==> src/rtl/lof_pkg.sv <==
`timescale 1ns / 1ps

package lof_pkg;

    // fixed field widths of the stream items
    localparam int IDX_BITS   = 7;
    localparam int VAL_BITS   = 32;
    localparam int POS_BITS   = 8;
    localparam int SIZE_BITS  = 8;
    localparam int FIT_BITS   = 64;
    localparam int OP_BITS    = 2;
    localparam int TDATA_BITS = 56;

    // tdata layout of an input request
    localparam int ROW_LSB  = 0;
    localparam int COL_LSB  = ROW_LSB + IDX_BITS;
    localparam int VAL_LSB  = COL_LSB + IDX_BITS;
    localparam int GENE_LSB = VAL_LSB + VAL_BITS;

    typedef enum logic [OP_BITS-1:0] {
        OP_ENTRY   = 2'd0,
        OP_DIRECT  = 2'd1,
        OP_INVERSE = 2'd2
    } t_op;

    typedef enum logic [2:0] {
        EV_IDLE,
        EV_ROW,
        EV_ROW_WAIT,
        EV_COL,
        EV_DRAIN,
        EV_DONE
    } t_eval_state;

    typedef struct packed {
        logic busy;
        logic done;
    } t_eval_stat;

endpackage

==> src/rtl/lof_eval.sv <==
`timescale 1ns / 1ps

module lof_eval #(
    parameter int MAX_ITEMS  = 128,
    parameter int ENTRY_BITS = 32,
    parameter int IW         = $clog2(MAX_ITEMS),
    parameter int NW         = $clog2(MAX_ITEMS + 1)
) (
    input  logic                        i_clk,
    input  logic                        i_rst_n,
    input  logic                        i_start,
    input  logic [NW-1:0]               i_size,
    input  logic                        i_take,
    output lof_pkg::t_eval_stat         o_stat,
    output logic [lof_pkg::FIT_BITS-1:0] o_sum,
    output logic [IW-1:0]               o_order_raddr,
    input  logic [lof_pkg::POS_BITS-1:0] i_order_rdata,
    output logic [2*IW-1:0]             o_mat_raddr,
    input  logic [ENTRY_BITS-1:0]       i_mat_rdata
);

    localparam int FB = lof_pkg::FIT_BITS;
    localparam int PB = lof_pkg::POS_BITS;

    lof_pkg::t_eval_state r_state, n_state;
    logic [IW-1:0]        r_i, n_i;
    logic [IW-1:0]        r_j, n_j;
    logic [IW-1:0]        r_last, n_last;
    logic [PB-1:0]        r_a, n_a;
    logic                 r_a_ok, n_a_ok;
    logic [FB-1:0]        r_acc, n_acc;
    logic                 r_v1, r_v2;
    logic                 col_issue;
    logic                 b_ok;
    logic [FB-1:0]        weight_ext;

    assign b_ok       = 32'(i_order_rdata) < MAX_ITEMS;
    assign weight_ext = {{(FB - ENTRY_BITS){i_mat_rdata[ENTRY_BITS-1]}}, i_mat_rdata};
    assign o_mat_raddr = {IW'(r_a), IW'(i_order_rdata)};

    always_ff @(posedge i_clk) begin
        if (!i_rst_n) begin
            r_state <= lof_pkg::EV_IDLE;
            r_v1    <= 1'b0;
            r_v2    <= 1'b0;
            r_acc   <= '0;
        end else begin
            r_state <= n_state;
            r_v1    <= col_issue;
            // stage two only counts pairs whose elements both index the matrix
            r_v2    <= r_v1 && r_a_ok && b_ok;
            r_acc   <= n_acc;
        end
    end

    always_ff @(posedge i_clk) begin
        r_i    <= n_i;
        r_j    <= n_j;
        r_last <= n_last;
        r_a    <= n_a;
        r_a_ok <= n_a_ok;
    end

    always_comb begin
        n_state       = r_state;
        n_i           = r_i;
        n_j           = r_j;
        n_last        = r_last;
        n_a           = r_a;
        n_a_ok        = r_a_ok;
        n_acc         = r_v2 ? r_acc + weight_ext : r_acc;
        col_issue     = 1'b0;
        o_order_raddr = r_j;
        unique case (r_state)
            lof_pkg::EV_IDLE: begin
                if (i_start) begin
                    n_acc  = '0;
                    n_i    = '0;
                    n_last = IW'(i_size - NW'(1));
                    if (i_size < NW'(2)) begin
                        n_state = lof_pkg::EV_DONE;
                    end else begin
                        n_state = lof_pkg::EV_ROW;
                    end
                end
            end
            lof_pkg::EV_ROW: begin
                o_order_raddr = r_i;
                n_state       = lof_pkg::EV_ROW_WAIT;
            end
            lof_pkg::EV_ROW_WAIT: begin
                n_a     = i_order_rdata;
                n_a_ok  = b_ok;
                n_j     = r_i + IW'(1);
                n_state = lof_pkg::EV_COL;
            end
            lof_pkg::EV_COL: begin
                o_order_raddr = r_j;
                col_issue     = 1'b1;
                n_j           = r_j + IW'(1);
                if (r_j == r_last) begin
                    n_i = r_i + IW'(1);
                    if (r_i + IW'(1) == r_last) begin
                        n_state = lof_pkg::EV_DRAIN;
                    end else begin
                        n_state = lof_pkg::EV_ROW;
                    end
                end
            end
            lof_pkg::EV_DRAIN: begin
                if (!r_v1 && !r_v2) begin
                    n_state = lof_pkg::EV_DONE;
                end
            end
            lof_pkg::EV_DONE: begin
                if (i_take) begin
                    n_state = lof_pkg::EV_IDLE;
                end
            end
            default: begin
                n_state = lof_pkg::EV_IDLE;
            end
        endcase
    end

    assign o_stat.busy = (r_state != lof_pkg::EV_IDLE);
    assign o_stat.done = (r_state == lof_pkg::EV_DONE);
    assign o_sum       = r_acc;

endmodule

==> config.mk <==
export PLATFORM = sky130hd
export DESIGN_NAME = lof_eval
export DESIGN_NICKNAME = d
export VERILOG_FILES = /design/src/rtl/lof_pkg.sv /design/src/rtl/lof_eval.sv
export SDC_FILE = /design/constraint.sdc
export NUM_CORES = 1
export LEC_CHECK = 0
export ABC_AREA = 1
export BUFFER_PORTS_ARGS = -buffer_cell sky130_fd_sc_hd__buf_2
export CAP_MARGIN = 15
export CORE_ASPECT_RATIO = 1.1
export CORE_MARGIN = 4
export CORE_UTILIZATION = 60
export CTS_CLUSTER_SIZE = 12
export DETAILED_ROUTE_END_ITERATION = 7
export PLACE_DENSITY = 0.95
export SLEW_MARGIN = 20
export SYNTH_ARGS = -nofsm -noshare
export SYNTH_HDL_FRONTEND = slang
export SYNTH_SLANG_ARGS = --single-unit
==> constraint.sdc <==
create_clock -name i_clk -period 4.4 [get_ports i_clk]
set_input_delay 0.22 -clock i_clk [delete_from_list [all_inputs] [get_ports i_clk]]
set_output_delay 0.22 -clock i_clk [all_outputs]
set_load 0.02 [all_outputs]
======== Word-level counts from Yosys, hierarchy flattened ========
Index checks and enable logic that the tools add are counted.
W data, S select, Z words.
word-level totals
  flip-flop bits (word level) ............. 98
  bits in latches ......................... 0
  bits in writable memories ............... 0
  bits in read-only memories .............. 0
  output and inout bits ................... 87
  word-level logic and storage cells ...... 54
  memories kept ........................... 0
operators by class
  add/sub/neg operators ................... 4
  multiply operators ...................... 0
  div/mod/pow operators ................... 0
  $lt $le $gt $ge ......................... 2
  equal/unequal tests ..................... 11
  shift operators ......................... 0
  mux-type cells .......................... 16
  bitwise gates (word level) .............. 0
  reduce and logical (&&, ||, !) cells .... 12
operator list
  operator               number
  $mux W64               3
  $add A64 B64 Y64       1
  $pmux W7 S2            2
  $mux W7                3
  $mux W3                6
  $pmux W3 S6            1
  $add A7 B1 Y7 const B  2
  $eq A7 B7 Y1           2
  $lt A8 B2 Y1 const B   1
  $lt A8 B8 Y1 const B   1
  $ne A2 B2 Y1 const B   4
  $sub A7 B1 Y7 const B  1
  $eq A3 B2 Y1 const B   2
  $eq A3 B3 Y1 const B   2
  $reduce_and A4 Y1      1
  $reduce_bool A2 Y1     2
  $eq A3 B1 Y1 const B   1
  $logic_and A1 B1 Y1    3
  $logic_not A3 Y1       1
  $reduce_and A3 Y1      1
  $reduce_bool A3 Y1     1
  $logic_not A1 Y1       2
  $reduce_and A2 Y1      1
  $mux W1                1

======== Longest topological paths before layout ========
  depth after elaboration ................. 5
  gate-level depth with buffers ........... 18
  gate-level depth less buffers ........... 18

======== Worst setup path after synthesis ========
No wires, ideal clock.
  path type ............................... reg-to-reg
  from .................................... reg r_acc[0], in the netlist o_sum[0]
  to ...................................... reg r_acc[46], in the netlist o_sum[46]
  library setup time ...................... 0.109 ns
  arrival ................................. 2.035 ns
  required time ........................... 4.291 ns
  slack ................................... 2.256 ns
  cell stages (with the launch flop) ...... 18
  buffers on the path ..................... 0
  cells stage by stage .................... dfxtp_1 -> ha_1 -> inv_1 -> fa_1 -> inv_1 -> nand3_1 -> nand2_2 -> nand2_2 -> nand2_2 -> nand2_1 -> nand2_1 -> nand2_1 -> nand2_2 -> nand2_1 -> nand3_1 -> nand3_1 -> nand2_1 -> inv_1
on the way
  word-level cells in the longest chain between the ends .. 4
ends and longest elaborated chain
  item                      RTL line        source
  start: declaration        lof_eval.sv:31  logic [FB-1:0] r_acc, n_acc;
  start signal: assignment  lof_eval.sv:52  r_acc <= n_acc;
  $add A64 B64 Y64 *        lof_eval.sv:71  n_acc = r_v2 ? r_acc + weight_ext : r_acc;
  $mux W64 *                lof_eval.sv:71
  $mux W64                  lof_eval.sv:76  if (i_start) begin
  $mux W64 *                lof_eval.sv:74  unique case (r_state)
Mark *: on every way between the ends. The rest lies on a longest branch, timed or not.
A chain may end at the register's enable or synchronous reset.

======== Worst setup path in the final report ========
  from .................................... reg r_state[0]
  to ...................................... reg r_acc[40], in the netlist o_sum[40]
on the way
  word-level cells in the longest chain between the ends .. 2
ends and longest elaborated chain
  item                      RTL line        source
  start: declaration        lof_eval.sv:25  lof_pkg::t_eval_state r_state, n_state;
  start signal: assignment  lof_eval.sv:43  r_state <= lof_pkg::EV_IDLE;
  start signal: assignment  lof_eval.sv:48  r_state <= n_state;
  $logic_not A3 Y1          lof_eval.sv:74
  $mux W64                  lof_eval.sv:74
Every way passes these cells.

==> metrics.md <==
| Metric | Value |
|---|---|
| Compound-Gate Fraction of Synth Area | `around 6.2%` |
| Largest net degree at the start of global routing | `90` |
| RSZ-0062 raised after global routing | `false` |
| Total power | `between 0.002 and 0.003 W` |
| Reg2reg start | `r_state[0]` |
| Postcts setup bufs | `0` |
| CP Data Arrival Time | `approximately 3000 ps` |
| Worst hold stages | `1` |
| Gr ovfl total | `0` |
| Share of cells above drive strength 1 | `11.15%` |
| Synth cell types | `37` |
| Port bufs | `138` |
| Post_cts resized | `0` |
| Commonest cells after routing, fill and taps aside | `681 x nand2_1, 417 x inv_1, 207 x nor2_1` |
| Family with the most delay on the worst path | `simple AND/OR/NAND/NOR gates` |
| Cts hold-fix bufs | `0` |
| Antenna violations before repair | `0` |
| Mapped Cells | `about 1800` |
| Hold Startpoint | `i_order_rdata[4]` |
| Total core area | `approximately 17000 um^2` |
| Max-Cap Viols | `0` |
| Mapped cell area | `approximately 10000 um^2` |
| Post-Layout Cell Count | `approximately 2200` |
| Number of synthesized register bits | `roughly 100` |
| Synth Area in Adders | `~8.3%` |
| Commonest non-fill, non-tap cell in the layout | `nand2_1` |
| CTS max path bufs | `2` |
| Slew margin rel. | `a little over a third` |
| Internal power | `0.001647 W` |
| Leakage Power | `between 7 and 8 nW` |
| Avg Cell Area, Syn | `around 5.5 um^2` |
| Post-synth EDFFs | `29` |
| Critical path type | `register to register` |
| Root Driver | `clkbuf_16` |
| Antenna-violating nets left | `0` |
| Num CTS Buffers | `9` |
| Initial DRC count | `roughly 980` |
| Ant diodes | `0` |
| Switching power | `0.0009704 W` |
| Inst Count DP | `around 2200` |
| Vias | `approximately 11000` |
| Switching share of power | `a little under two fifths` |
| Multiplexer share of the synthesized area | `less than 1%` |
| Most area-consuming cells after synthesis | `nand2_1 25%, inv_1 15%, dfxtp_1 14%, edfxtp_1 8.5%, ha_1 8.1%` |
| Post-synth top area cell | `nand2_1` |
| Simple-gate portion of the synthesized area | `approximately 42%` |
| Synth warn | `0` |
| Die W | `approximately 130 um` |
| Crit Path Max Fanout | `34` |
| Clk pwr share | `~30%` |
| Sum of negative setup slack | `0 ps` |
| Htree depth | `3` |
| PwrDens | `231.7 nW/um^2` |
| Worst r2r dst | `o_sum[40]` |
| CTS sink cnt | `~100` |
| Global-route wire length before repair | `slightly above 50000 um` |
| GRT Total Usage | `33.26%` |
| Placer Congestion | `1.014` |
| CP required | `4610 ps` |
| Hpwl dp | `between 20000 and 30000 um` |
| Period minus WS final | `2793 ps` |
| R2R Setup Slk | `approximately 1600 ps` |
| DRT Pass-1 Iters | `6` |
| Main combinational cell family by area after synthesis | `simple AND/OR/NAND/NOR gates` |
| Crit-path cells | `nor2_2 > inv_1 > nor2_1 > inv_2 > nor2_2 > inv_1 > nand2_2 > inv_2 > o21ai_0 > a31oi_1` |
| Outcome | `finished clean` |
| Boundary pin count | `around 140` |
| Syn_nets | `just under 2000` |
| Post-synthesis sequential area ratio | `22.06%` |
| Slew @ Worst Pin | `between 900 and 1000 ps` |
| Crit path largest cell delay | `between 700 and 800 ps` |
| Buffers and inverters on the worst path | `4` |
| Vias in the first global route | `a little over 10000` |
| Die H | `144.8 um` |
| Gate power share | `a little over a quarter` |
| DR vias/cell | `roughly 5.2` |
| Wirelength per Cell | `between 15 and 20 um` |
| Hold endpoint | `r_a[4]` |
| Ys flop type | `dfxtp_1` |
| Area Overhead vs Synth | `10.65%` |
| Post-layout nets | `~2100` |
| Die footprint | `~19000 um^2` |
| Critical Path Source Type | `register` |
| Final Hold Vio Count | `0` |
| Fmax achieved | `358.0 MHz` |
| Final setup vio count | `0` |
| Slew Limit Fails | `0` |
| WL final | `32770 um` |
| Clock skew | `between 9 and 10 ps` |
| XOR/XNOR Fraction of Synth Area | `between 3 and 4%` |
| CTS tree | `done` |
| Max VDD drop | `about 0.00029 V` |
| Starting density of the core | `about three fifths` |
| Clock slew at the register clock pins of the worst setup and hold paths | `about 80 ps` |
| Clk_lat worst skew | `approximately 360 ps` |
| Slowest CP cell | `nand2_2` |
| Tcrit/Tclk final | `between 60% and 70%` |
| Top cell type's share of synthesized area | `25.04%` |
| Crit. End Element | `register` |
| # rows | `49` |
| Seq pwr share | `roughly 42%` |
| Worst min-delay path class | `input port to register` |
| Async S/R FF share, synth | `0%` |
| DRC Markers | `0` |
| Worst Reg-to-Reg Cells | `10` |
[layout make-up]
type / count / area, um^2
multi-input combinational: 1283 / 6166
fill: 1567 / 5256
sequential: 98 / 2256
inverter: 436 / 1637
timing repair buffer: 140 / 705.7
tap: 204 / 255.2
clock buffer: 10 / 229.0
clock inverter: 6 / 48.80
[sequential cells by signal, summed over array words and instances, names as in the netlist]
signal,count
r_v1,1
o_sum,64
r_state,3
r_j,7
r_i,7
r_v2,1
r_a_ok,1
r_last,7
r_a,7
[per-stage QoR]
stage	util [%]	area, um^2	hold slack [ps]	setup slack [ps]
6_report	68.25	11300	43.14	1607
5_1_grt	68.25	11300	43.52	1371
4_1_cts	68.25	11300	44.19	1671
3_5_place_dp	66.57	11020	413.1	1689
3_3_place_gp	66.57	11020	412.6	1756
2_1_floorplan	-	10210	318.9	2256
[Yosys cell counts, drive strengths merged (18+ instances only)]
cell type	instances
buf	18
xor2	27
nor3	21
nand3	94
a21oi	48
inv	435
dfxtp	69
ha	66
edfxtp	29
o21ai	53
nor2	227
nand2	697
[kinds of logic (layout without fill, tap and decap cells)]
group / count (synthesis) / after routing
flip-flops: 98 / 98
adder cells (fa/ha/maj): 67 / 67
AND/OR/NAND/NOR: 1053 / 1053
AO/OA/AOI/OAI: 119 / 119
multiplexers: 1 / 1
XOR/XNOR: 43 / 43
buffers and inverters: 467 / 592
[power by group through the flow]
stage | sequential [W] | combinational [W] | clock [W]
2_1_floorplan | 0.00112 | 0.000487 | 0
3_3_place_gp | 0.00112 | 0.000675 | 0
3_5_place_dp | 0.00113 | 0.000692 | 0
4_1_cts | 0.00111 | 0.000696 | 0.000804
5_1_grt | 0.00112 | 0.000776 | 0.000842
6_report | 0.00111 | 0.000704 | 0.000804
[layer usage]
metal  vias to the layer above  track usage, %  part of all wire (%)
li1                       5730               -                     -
met4                         0           16.63                   5.0
met3                        95           4.357                   7.0
met1                      4992           40.77                    41
met5                         -               0                     0
met2                       465           58.00                    47
[worst max-delay path by stage]
| stage | from | to | slack, ps | depth (start not counted) |
|---|---|---|---|---|
| floorplan | o_sum[0] | o_sum[46] | 2260 | 17 |
| global placement | i_mat_rdata[31] | o_sum[53] | 1760 | 13 |
| detailed placement | r_state[1] | r_i[1] | 1690 | 7 |
| CTS | r_state[0] | o_sum[40] | 1670 | 10 |
| global route | r_state[1] | r_i[1] | 1370 | 7 |
| finish | r_state[0] | o_sum[40] | 1610 | 10 |
No activity file was read; power rests on OpenSTA's default activity.
